## config.mk

```make
export PLATFORM = sky130hd
export DESIGN_NAME = touch_pressure_pen_tracker
export DESIGN_NICKNAME = d
export VERILOG_FILES = /design/src/design/tpt_pkg.sv /design/src/design/touch_pressure_pen_tracker.sv
export SDC_FILE = /design/constraint.sdc
export NUM_CORES = 1
export LEC_CHECK = 0
export ABC_AREA = 1
export BUFFER_PORTS_ARGS = -buffer_cell sky130_fd_sc_hd__buf_2
export CAP_MARGIN = 20
export CORE_MARGIN = 3
export CORE_UTILIZATION = 60
export CTS_CLUSTER_SIZE = 12
export DETAILED_ROUTE_END_ITERATION = 8
export GPL_TIMING_DRIVEN = 0
export PLACE_DENSITY = 0.78
export SETUP_SLACK_MARGIN = 0.4
export SYNTH_ARGS = -nofsm -noshare
export SYNTH_HDL_FRONTEND = slang
export SYNTH_SLANG_ARGS = --single-unit
```

## constraint.sdc

```tcl
create_clock -name clk -period 5.39 [get_ports clk]
set_clock_uncertainty 0.05 [all_clocks]
set_input_delay 0.8085 -clock clk [delete_from_list [all_inputs] [get_ports clk]]
set_output_delay 0.8085 -clock clk [all_outputs]
set_load 0.05 [all_outputs]
```

## src/design/tpt_pkg.sv

```systemverilog
// ----------------------------------------------------------------------------
// tpt_pkg: shared types and constants of the pressure pen tracker
// Event codes, register indexes and the fixed widths of the result fields.
// ----------------------------------------------------------------------------
`default_nettype none

package tpt_pkg;

  localparam int DATA_W     = 32;   // width of every arithmetic stage
  localparam int CFG_W      = 16;   // widest configuration register
  localparam int CFG_IDX_W  = 2;
  localparam int POS_W      = 12;
  localparam int PRESSURE_W = 20;
  localparam int SCALE_SHIFT = 12;
  localparam int ROUND_ADD  = 2047;
  localparam int XY_FUZZ    = 16;
  localparam int CNT_W      = 5;    // counts up to DATA_W - 1

  typedef enum logic [1:0] {
    EV_IDLE    = 2'd0,
    EV_REJECT  = 2'd1,
    EV_TOUCH   = 2'd2,
    EV_RELEASE = 2'd3
  } event_kind_t;

  typedef enum logic [CFG_IDX_W-1:0] {
    REG_PLATE_OHMS   = 2'd0,
    REG_MAX_PRESSURE = 2'd1
  } cfg_index_t;

endpackage

`default_nettype wire

```

## src/design/touch_pressure_pen_tracker.sv

```systemverilog
// ----------------------------------------------------------------------------
// touch_pressure_pen_tracker: resistive touch pressure and pen state
// Computes (z2-z1)*x/z1*plate_ohms with a bit-serial sequencer and reports
// touch, release and rejected samples.
// ----------------------------------------------------------------------------
// Usage
//   Input channel (in_valid / in_stall): one request carries x, y, z1 and z2.
//   Result channel (out_valid / out_stall): exactly one result per request.
//   Configuration (cfg_we / cfg_index / cfg_wdata): plate_ohms at index 0,
//   max_pressure at index 1; write only while no request is in flight.
// Sequence
//   A request with a usable x and nonzero z1 runs through three bit-serial
//   loops: (z2-z1)*x, the restoring divide by z1 and the multiply by
//   plate_ohms, then a finish step that rounds and classifies. A request
//   with no pressure skips the loops and goes straight to the finish step.
//   One request is worked at a time; in_stall is low only while idle.
// Reset
//   rst_n (synchronous, active low) empties the sequencer and the result
//   register, sets the pen up and loads plate_ohms 400, max_pressure 600.
// Stall
//   The result register holds while out_stall is high; a new request may be
//   accepted meanwhile, and its result waits in the finish step until the
//   register frees up.
// ----------------------------------------------------------------------------
`default_nettype none

module touch_pressure_pen_tracker
  import tpt_pkg::*;
#(
  parameter int SAMPLE_BITS = 12
) (
  input  wire                      clk,
  input  wire                      rst_n,
  // input channel
  input  wire                      in_valid,
  output logic                     in_stall,
  input  wire  [SAMPLE_BITS-1:0]   in_x_meas,
  input  wire  [SAMPLE_BITS-1:0]   in_y_meas,
  input  wire  [SAMPLE_BITS-1:0]   in_z1_meas,
  input  wire  [SAMPLE_BITS-1:0]   in_z2_meas,
  // result channel
  output logic                     out_valid,
  input  wire                      out_stall,
  output logic [1:0]               out_event_kind,
  output logic                     out_down_edge,
  output logic [POS_W-1:0]         out_pos_x,
  output logic [POS_W-1:0]         out_pos_y,
  output logic [PRESSURE_W-1:0]    out_pressure,
  output logic                     out_keep_polling,
  // configuration
  input  wire                      cfg_we,
  input  wire  [CFG_IDX_W-1:0]     cfg_index,
  input  wire  [CFG_W-1:0]         cfg_wdata
);

  localparam logic [SAMPLE_BITS-1:0] FULL_SCALE = {SAMPLE_BITS{1'b1}};
  localparam logic [CNT_W-1:0] MUL1_LAST = CNT_W'(SAMPLE_BITS - 1);
  localparam logic [CNT_W-1:0] DIV_LAST  = CNT_W'(DATA_W - 1);
  localparam logic [CNT_W-1:0] MUL2_LAST = CNT_W'(CFG_W - 1);

  typedef enum logic [4:0] {
    ST_IDLE = 5'b00001,
    ST_MUL1 = 5'b00010,
    ST_DIV  = 5'b00100,
    ST_MUL2 = 5'b01000,
    ST_DONE = 5'b10000
  } state_t;

  state_t                 state_r, state_nxt;
  logic [CNT_W-1:0]       cnt_r, cnt_nxt;
  logic [DATA_W-1:0]      acc_r, acc_nxt;     // product accumulator
  logic [DATA_W-1:0]      opa_r, opa_nxt;     // multiplicand, then dividend/quotient
  logic [CFG_W-1:0]       opb_r, opb_nxt;     // multiplier bits, LSB first
  logic [SAMPLE_BITS-1:0] rem_r, rem_nxt;     // divide remainder
  logic [SAMPLE_BITS-1:0] z1_r, z1_nxt;
  logic [SAMPLE_BITS-1:0] x_r, x_nxt;
  logic [SAMPLE_BITS-1:0] y_r, y_nxt;
  logic [CFG_W-1:0]       plate_r, plate_nxt;
  logic [CFG_W-1:0]       max_r, max_nxt;
  logic                   pen_r, pen_nxt;

  logic                   out_valid_r, out_valid_nxt;
  event_kind_t            kind_r, kind_nxt;
  logic                   edge_r, edge_nxt;
  logic [POS_W-1:0]       posx_r, posx_nxt;
  logic [POS_W-1:0]       posy_r, posy_nxt;
  logic [PRESSURE_W-1:0]  pres_r, pres_nxt;
  logic                   poll_r, poll_nxt;

  logic                   in_take;
  logic                   out_free;
  logic [SAMPLE_BITS-1:0] x_filt;
  logic [DATA_W-1:0]      acc_step;
  logic [SAMPLE_BITS:0]   trial;
  logic                   q_bit;
  logic [DATA_W-1:0]      rounded;
  logic [PRESSURE_W-1:0]  p_val;

  assign in_stall = (state_r != ST_IDLE);
  assign in_take  = in_valid && !in_stall;
  assign out_free = !out_valid_r || !out_stall;

  // full scale and near-zero x carry no position
  assign x_filt = ((in_x_meas == FULL_SCALE) ||
                   (in_x_meas < SAMPLE_BITS'(XY_FUZZ))) ? '0 : in_x_meas;

  // shared shift-add step of both multiplies
  assign acc_step = opb_r[0] ? (acc_r + opa_r) : acc_r;

  // restoring divide step: bring down one dividend bit
  assign trial = {rem_r, opa_r[DATA_W-1]};
  assign q_bit = (trial >= {1'b0, z1_r});

  assign rounded = acc_r + DATA_W'(ROUND_ADD);
  assign p_val   = rounded[DATA_W-1:SCALE_SHIFT];

  always_comb begin
    state_nxt     = state_r;
    cnt_nxt       = cnt_r;
    acc_nxt       = acc_r;
    opa_nxt       = opa_r;
    opb_nxt       = opb_r;
    rem_nxt       = rem_r;
    z1_nxt        = z1_r;
    x_nxt         = x_r;
    y_nxt         = y_r;
    plate_nxt     = plate_r;
    max_nxt       = max_r;
    pen_nxt       = pen_r;
    out_valid_nxt = out_valid_r && out_stall;
    kind_nxt      = kind_r;
    edge_nxt      = edge_r;
    posx_nxt      = posx_r;
    posy_nxt      = posy_r;
    pres_nxt      = pres_r;
    poll_nxt      = poll_r;

    if (cfg_we) begin
      unique case (cfg_index)
        REG_PLATE_OHMS:   plate_nxt = cfg_wdata;
        REG_MAX_PRESSURE: max_nxt   = cfg_wdata;
        default: ;  // drop writes to unknown registers
      endcase
    end

    unique case (state_r)
      ST_IDLE: begin
        if (in_take) begin
          x_nxt   = in_x_meas;
          y_nxt   = in_y_meas;
          z1_nxt  = in_z1_meas;
          acc_nxt = '0;
          if ((x_filt == '0) || (in_z1_meas == '0)) begin
            // no pressure: a zero accumulator rounds to zero
            state_nxt = ST_DONE;
          end else begin
            opa_nxt   = DATA_W'(in_z2_meas) - DATA_W'(in_z1_meas);
            opb_nxt   = CFG_W'(x_filt);
            cnt_nxt   = MUL1_LAST;
            state_nxt = ST_MUL1;
          end
        end
      end
      ST_MUL1: begin
        acc_nxt = acc_step;
        opa_nxt = {opa_r[DATA_W-2:0], 1'b0};
        opb_nxt = {1'b0, opb_r[CFG_W-1:1]};
        cnt_nxt = cnt_r - 1'b1;
        if (cnt_r == '0) begin
          opa_nxt   = acc_step;
          rem_nxt   = '0;
          cnt_nxt   = DIV_LAST;
          state_nxt = ST_DIV;
        end
      end
      ST_DIV: begin
        rem_nxt = q_bit ? SAMPLE_BITS'(trial - {1'b0, z1_r}) : trial[SAMPLE_BITS-1:0];
        opa_nxt = {opa_r[DATA_W-2:0], q_bit};
        cnt_nxt = cnt_r - 1'b1;
        if (cnt_r == '0) begin
          acc_nxt   = '0;
          opb_nxt   = plate_r;
          cnt_nxt   = MUL2_LAST;
          state_nxt = ST_MUL2;
        end
      end
      ST_MUL2: begin
        acc_nxt = acc_step;
        opa_nxt = {opa_r[DATA_W-2:0], 1'b0};
        opb_nxt = {1'b0, opb_r[CFG_W-1:1]};
        cnt_nxt = cnt_r - 1'b1;
        if (cnt_r == '0) begin
          state_nxt = ST_DONE;
        end
      end
      ST_DONE: begin
        // hold until the result register frees up
        if (out_free) begin
          out_valid_nxt = 1'b1;
          kind_nxt      = EV_IDLE;
          edge_nxt      = 1'b0;
          posx_nxt      = '0;
          posy_nxt      = '0;
          pres_nxt      = '0;
          if (p_val > PRESSURE_W'(max_r)) begin
            kind_nxt = EV_REJECT;
            pres_nxt = p_val;
          end else if (p_val != '0) begin
            kind_nxt = EV_TOUCH;
            edge_nxt = !pen_r;
            pen_nxt  = 1'b1;
            posx_nxt = POS_W'(x_r);
            posy_nxt = POS_W'(y_r);
            pres_nxt = p_val;
          end else if (pen_r) begin
            kind_nxt = EV_RELEASE;
            pen_nxt  = 1'b0;
          end
          poll_nxt  = (p_val > PRESSURE_W'(max_r)) ? pen_r : (p_val != '0);
          state_nxt = ST_IDLE;
        end
      end
      default: state_nxt = ST_IDLE;
    endcase
  end

  always_ff @(posedge clk) begin
    if (!rst_n) begin
      state_r     <= ST_IDLE;
      out_valid_r <= 1'b0;
      pen_r       <= 1'b0;
      plate_r     <= CFG_W'(400);
      max_r       <= CFG_W'(600);
    end else begin
      state_r     <= state_nxt;
      out_valid_r <= out_valid_nxt;
      pen_r       <= pen_nxt;
      plate_r     <= plate_nxt;
      max_r       <= max_nxt;
    end
  end

  always_ff @(posedge clk) begin
    cnt_r  <= cnt_nxt;
    acc_r  <= acc_nxt;
    opa_r  <= opa_nxt;
    opb_r  <= opb_nxt;
    rem_r  <= rem_nxt;
    z1_r   <= z1_nxt;
    x_r    <= x_nxt;
    y_r    <= y_nxt;
    kind_r <= kind_nxt;
    edge_r <= edge_nxt;
    posx_r <= posx_nxt;
    posy_r <= posy_nxt;
    pres_r <= pres_nxt;
    poll_r <= poll_nxt;
  end

  assign out_valid        = out_valid_r;
  assign out_event_kind   = kind_r;
  assign out_down_edge    = edge_r;
  assign out_pos_x        = posx_r;
  assign out_pos_y        = posy_r;
  assign out_pressure     = pres_r;
  assign out_keep_polling = poll_r;

endmodule

`default_nettype wire

```

## Yosys cells after proc, flatten, opt, wreduce, memory -nomap -nowiden

Cells that the tools add are included.

- Reductions and logical operators: 29
- Bitwise gates (word level): 2
- Add/sub/neg operators: 5
- Equality and inequality tests: 14
- Magnitude comparators: 3
- Multiplexer cells: 36

Operators with widths:

| kind | number |
|---|---|
| 32-bit 2-to-1 mux | 6 |
| 32-bit case mux with 4 select lines | 1 |
| 32-bit case mux with 3 select lines | 1 |
| 5-bit 2-to-1 mux | 10 |
| 16-bit 2-to-1 mux | 3 |
| 16-bit case mux with 3 select lines | 1 |
| 20-bit 2-to-1 mux | 2 |
| 12-bit 2-to-1 mux | 3 |
| 32-bit by 11-bit adder with 32-bit output (second input constant) | 1 |
| 32-bit adder | 1 |
| 5-bit case mux with 5 select lines | 1 |
| 12-bit logical NOT | 2 |
| 12-bit case mux with 2 select lines | 1 |
| 20-bit by 16-bit > comparator with 1-bit output | 1 |
| 5-bit case mux with 4 select lines | 1 |
| 20-bit nonzero test | 1 |
| 13-bit by 12-bit >= comparator with 1-bit output | 1 |
| 12-bit by 12-bit subtractor with 13-bit output | 1 |
| 12-bit == test (second input constant) | 1 |
| 12-bit by 5-bit less-than comparator with 1-bit output (second input constant) | 1 |
| 2-bit != test (second input constant) | 6 |
| 12-bit subtractor | 1 |
| 2-bit AND reduction | 5 |
| 3-bit AND reduction | 3 |
| 22 further kinds | 34 |

- Bits of input ports: 71
- Register bits after elaboration: 220
- Logic and storage cells: 108

## Logic depth before layout (Yosys ltp)

- Depth after elaboration: 8
- Depth in mapped cells: 26
- Mapped depth without buffers: 25

## Worst setup path before layout

Ideal clock, no wire load.

- Kind: reg2reg
- Start: register state_r[3]
- End: register cnt_r[0], enable pin
- Arrival: 4,124 ps
- Buffers on the path: 0
- Setup time: 485 ps
- Period minus slack after synthesis: 4,659 ps
- Setup slack: 731 ps
- Stages on the path, launching flop included: 6
- Path through: dfxtp_1 nor2_1 nand4_1 inv_1 nor2_1 nor3b_1

- Cells in the longest elaborated chain, start to end: 5

RTL lines:

| element | line | source |
|---|---|---|
| start, declared | touch_pressure_pen_tracker.sv:69 | `state_t state_r, state_nxt;` |
| start signal, assigned | touch_pressure_pen_tracker.sv:235 | `state_r <= state_nxt;` |
| 5-bit by 1-bit != test with 1-bit output | touch_pressure_pen_tracker.sv:99 | `assign in_stall = (state_r != ST_IDLE);` |
| net in_stall | touch_pressure_pen_tracker.sv:36 | `output logic in_stall,` |
| 1-bit logical NOT | touch_pressure_pen_tracker.sv:100 | `assign in_take = in_valid && !in_stall;` |
| 1-bit logical AND | touch_pressure_pen_tracker.sv:100 |  |
| 2-bit != test (no line) | -- |  |
| 3-bit AND reduction (no line) | -- |  |
| end signal, assigned | touch_pressure_pen_tracker.sv:244 | `cnt_r <= cnt_nxt;` |
| end, declared | touch_pressure_pen_tracker.sv:70 | `logic [CNT_W-1:0] cnt_r, cnt_nxt;` |

The timed path passes the listed nets, and every way through them passes these cells.
A chain may end at the register's enable or synchronous reset.

## Final worst setup path

- Start: register acc_r[10]
- End: register posx_r[5], in the netlist out_pos_x[5] (data pin)

- Cells in the longest elaborated chain, start to end: 4

RTL lines:

| element | line | source |
|---|---|---|
| start, declared | touch_pressure_pen_tracker.sv:71 | `logic [DATA_W-1:0] acc_r, acc_nxt;` |
| start signal, assigned | touch_pressure_pen_tracker.sv:245 | `acc_r <= acc_nxt;` |
| 32-bit by 11-bit adder with 32-bit output * | touch_pressure_pen_tracker.sv:114 | `assign rounded = acc_r + DATA_W'(ROUND_ADD);` |
| parallel branches: the longest is 2 deep, another holds 20-bit by 16-bit > comparator with 1-bit output | -- |  |
| 2-bit OR reduction (no line) * | -- |  |
| end signal, assigned | touch_pressure_pen_tracker.sv:254 | `posx_r <= posx_nxt;` |
| end, declared | touch_pressure_pen_tracker.sv:85 | `logic [POS_W-1:0] posx_r, posx_nxt;` |

Mark *: on every way between the ends.

==> run summary <==
The flow ran to the end, and the final reports show no timing, DRC or antenna violations. The total congestion overflow after global routing is 0. The fraction of power consumed by the clock network is 0.203. The number of global-route vias before repair came out at 11,700. The worst path in the final design needs a cycle of 3470 ps, including I/O delays and setup.

The total routing usage reported by global routing came out at 0.302. The library cell used most frequently in the layout, excluding fill and tap cells, is nand2_1. TritonCTS built the clock tree. The clock-pin slew of the registers on the worst-case setup and hold paths is 60 ps. The synthesized design spends more area on one cell type than any other, namely edfxtp_1. The kind of end point of the critical path is a flip-flop. The mean number of vias per cell came out at 5.64. The layout overhead on the synthesized area came out at 14.0%. The transition time of the tightest slew-check pin is 878 ps. Synthesis produced 1,701 cells. The antenna diode count is 0. The total I/O pin count is 121. In this run the worst path has a maximum fanout of 10.

The global-route wire length before repair is 59,000 um. Of the total power, registers draw 0.332. The switching fraction of total power came out at 0.436. The number of storage elements in the synthesis netlist came out at 220. The clock reaches the later pin of the worst-skew pair after 510 ps. The initial antenna violation count came out at 0. The die area is 0.0243 mm2.

The maximum VDD drop came out at 322 uV. The largest net degree at the start of global routing came out at 28. The core region area is 0.0220 mm2. The layout has 1,824 filler cells.

The total wire length after detailed routing is 37,200 um. The number of max-slew violations in the final report came to 0. The worst setup path is launched from a flip-flop. The worst endpoint required time is 5600 ps. A synthesized cell averages 7.93 um2. The part of the power in combinational logic came out at 0.465.

The floorplan has 54 rows. The share of Yosys cell area claimed by the top area cell type came out at 0.403. The sequential cell area fraction in the yosys report came out at 0.461.

The maximum frequency from static timing analysis came out at 288 MHz. For this design, the sink count on the clock tree is 220. The via count came out at 12,100. The count of nets left with antenna violations once routing finished came out at 0. The H-tree depth is 1. The final weighted congestion in routability-driven placement came out at 0.963.

In this run the cell area of the synthesized design comes to 0.0135 mm2. The net switching power of the design is 3.56 mW. The count of placed standard cells in the final layout, fillers left out is 2,152. The final worst-path cycle share came out at 0.644.

Setup violations remaining at the end of the flow were counted as 0. The overall die height came out at 156 um. The power density relative to cell area came out at 530 mW/mm2. The tightest hold path in the finished design has a slack of 412 ps. The number of buffers inserted during clock tree synthesis came out at 24. The setup path with the least slack is of type reg2reg. The initial standard-cell utilization of the core came out at 0.614. In the final design database the tool counted 2,001 nets.

The count of hold buffers inserted by post-cts repair is 0. The arrival time of the worst setup path is 3680 ps. The largest buffer count on any clock path came out at 3. The number of iterations in the first detailed-routing pass came out at 5. In this run, the number of DRC markers left after iteration 0 of detailed routing was 975. The internal portion of the total power is 4.60 mW.

From left edge to right edge, the die measures 156 um. For this design the static power due to leakage is 6.95 nW. The number of design rule violations left after detail routing is 0. The top cell types in the final layout, fill and taps aside, are 431 x nand2_1, 231 x inv_1, 198 x nor2_1, 181 x edfxtp_1, 140 x nand3_1. The share of layout cells above drive strength 1 is 0.112.

Setup repair after global routing left no endpoint under its margin. The number of warnings issued by yosys came out at 0. When the netlist entered floorplanning its net count stood at 1,847. By area the synthesized netlist is led by edfxtp_1 40%, nand2_1 12%, ha_1 6.7%. After clock tree synthesis, the repair step resized 0 gates.

The netlist uses 43 different library cells. The setup fix buffers added after clock tree synthesis came out at 0. The number of buffers added on ports came out at 120. The detailed-placement wirelength estimate came out at 29,500 um. Clock tree synthesis selected as its root buffer the cell clkbuf_16.

The count of endpoints failing hold in the final timing report was 0. The number of max-capacitance violations reported is 0. The mean routed wirelength per cell came out at 17.3 um. Including well taps, the total number of placed cells is 2,109.

The tightest min-delay check is of the reg2reg type. The relative slew slack came out at 0.412.
layer usage:
| metal | GRT usage | share of wire | up-vias |
|---|---|---|---|
| li1 | - | - | 5985 |
| met4 | 0.119 | 0.039 | 0 |
| met5 | 0 | 0 | - |
| met2 | 0.517 | 0.48 | 438 |
| met3 | 0.0447 | 0.068 | 96 |
| met1 | 0.388 | 0.41 | 5618 |
layout make-up:
cell class | instances | area (um2) | area share
plain buffers | 37 | 170 | 0.0111
clock buffers | 36 | 677 | 0.0440
clock inverters | 7 | 114 | 0.00741
inverters | 239 | 897 | 0.0583
multi-input cells | 1205 | 6230 | 0.405
flip-flops and latches | 220 | 6220 | 0.404
well taps | 280 | 350 | 0.0228
repair buffers | 128 | 719 | 0.0468
critical path, cell delays in order (launching register included):
cell,delay [ps]
edfxtp_1,530
nor2_1,250
nand2_1,160
nor2_1,180
nand3_1,120
nand2_1,70
nand2_1,50
nand2_1,130
inv_1,70
ha_1,310
nand2_1,90
inv_1,60
nand2_1,60
nor2_1,130
nand2_1,70
nand3_1,60
nand2_1,50
nand2_1,60
nand2_1,90
nand3_1,190
inv_2,90
nand2_4,140
buf_6,190
nor2_2,40
stage by stage:
step / setup WS [ps] / util / cell area [um2] / total power [mW] / setup TNS (ps)
final: 1920 / 0.700 / 15400 / 8.15 / 0
after global placement: -1260 / 0.658 / 14400 / 6.32 / -75570
after global routing: 1600 / 0.700 / 15400 / 8.76 / 0
after CTS: 1940 / 0.700 / 15400 / 8.11 / 0
after detailed placement: 1910 / 0.664 / 14600 / 6.43 / 0
after floorplan: 731 / - / 13500 / 5.30 / 0
synthesized netlist by cell type:
master / n
a221oi_1: 2
buf_2: 4
ha_1: 72
nand2_2: 4
a21o_1: 7
nand3_1: 140
nor3_1: 11
nor2_2: 21
buf_6: 3
xnor2_1: 15
inv_2: 6
or2_2: 3
buf_1: 3
nand3b_1: 4
o311ai_0: 1
a211oi_1: 2
dfxtp_1: 39
inv_1: 231
o21a_1: 3
edfxtp_1: 181
o21bai_1: 6
a31oi_1: 2
a21oi_1: 94
buf_4: 1
nor2_1: 200
xor2_1: 14
nand2_1: 431
a22oi_1: 14
nor4_1: 7
a22o_1: 3
clkinv_1: 2
nand4_1: 28
o22ai_1: 1
nor3b_1: 1
fa_1: 3
nor3_2: 1
or3_1: 1
nand2_4: 1
and2_1: 4
o31ai_1: 1
o21ai_0: 87
o211ai_1: 21
clkbuf_1: 26
logic make-up after synthesis:
logic type / count (synthesis) / synth area share
flip-flops: 220 / 0.461
AND/OR/NAND/NOR: 857 / 0.268
buffers and inverters: 276 / 0.0791
XOR/XNOR: 29 / 0.0188
adder cells (fa/ha/maj): 75 / 0.0712
AO/OA/AOI/OAI: 244 / 0.102
worst paths after layout:
path | cells past startpoint | slack [ps] | endpoint | startpoint
worst min-delay path | 2 | 410 | plate_r[7]$_SDFFE_PN1P_ | plate_r[7]$_SDFFE_PN1P_
worst max register to register | 23 | 1920 | out_pos_x[5]$_SDFFCE_PP0P_ | acc_r[10]$_SDFFCE_PP0P_
worst max-delay path | 23 | 1920 | out_pos_x[5]$_SDFFCE_PP0P_ | acc_r[10]$_SDFFCE_PP0P_
worst min register to register | 2 | 410 | plate_r[7]$_SDFFE_PN1P_ | plate_r[7]$_SDFFE_PN1P_
flip-flops by register name (all words and copies together) (netlist names):
register	flops
out_event_kind	2
out_valid	1
out_keep_polling	1
y_r	12
state_r	5
opa_r	32
rem_r	12
max_r	16
out_pos_x	12
out_pos_y	12
acc_r	32
opb_r	16
out_pressure	20
pen_r	1
z1_r	12
x_r	12
out_down_edge	1
cnt_r	5
plate_r	16
power by group through the flow:
stage	sequential (mW)	clock, mW	combinational (mW)
finish	2.70	1.65	3.79
global route	2.74	1.76	4.26
CTS	2.69	1.67	3.74
detailed placement	2.72	0	3.71
global placement	2.75	0	3.56
floorplan	2.61	0	2.68
Note: power is estimated with default switching activity, not from simulation.
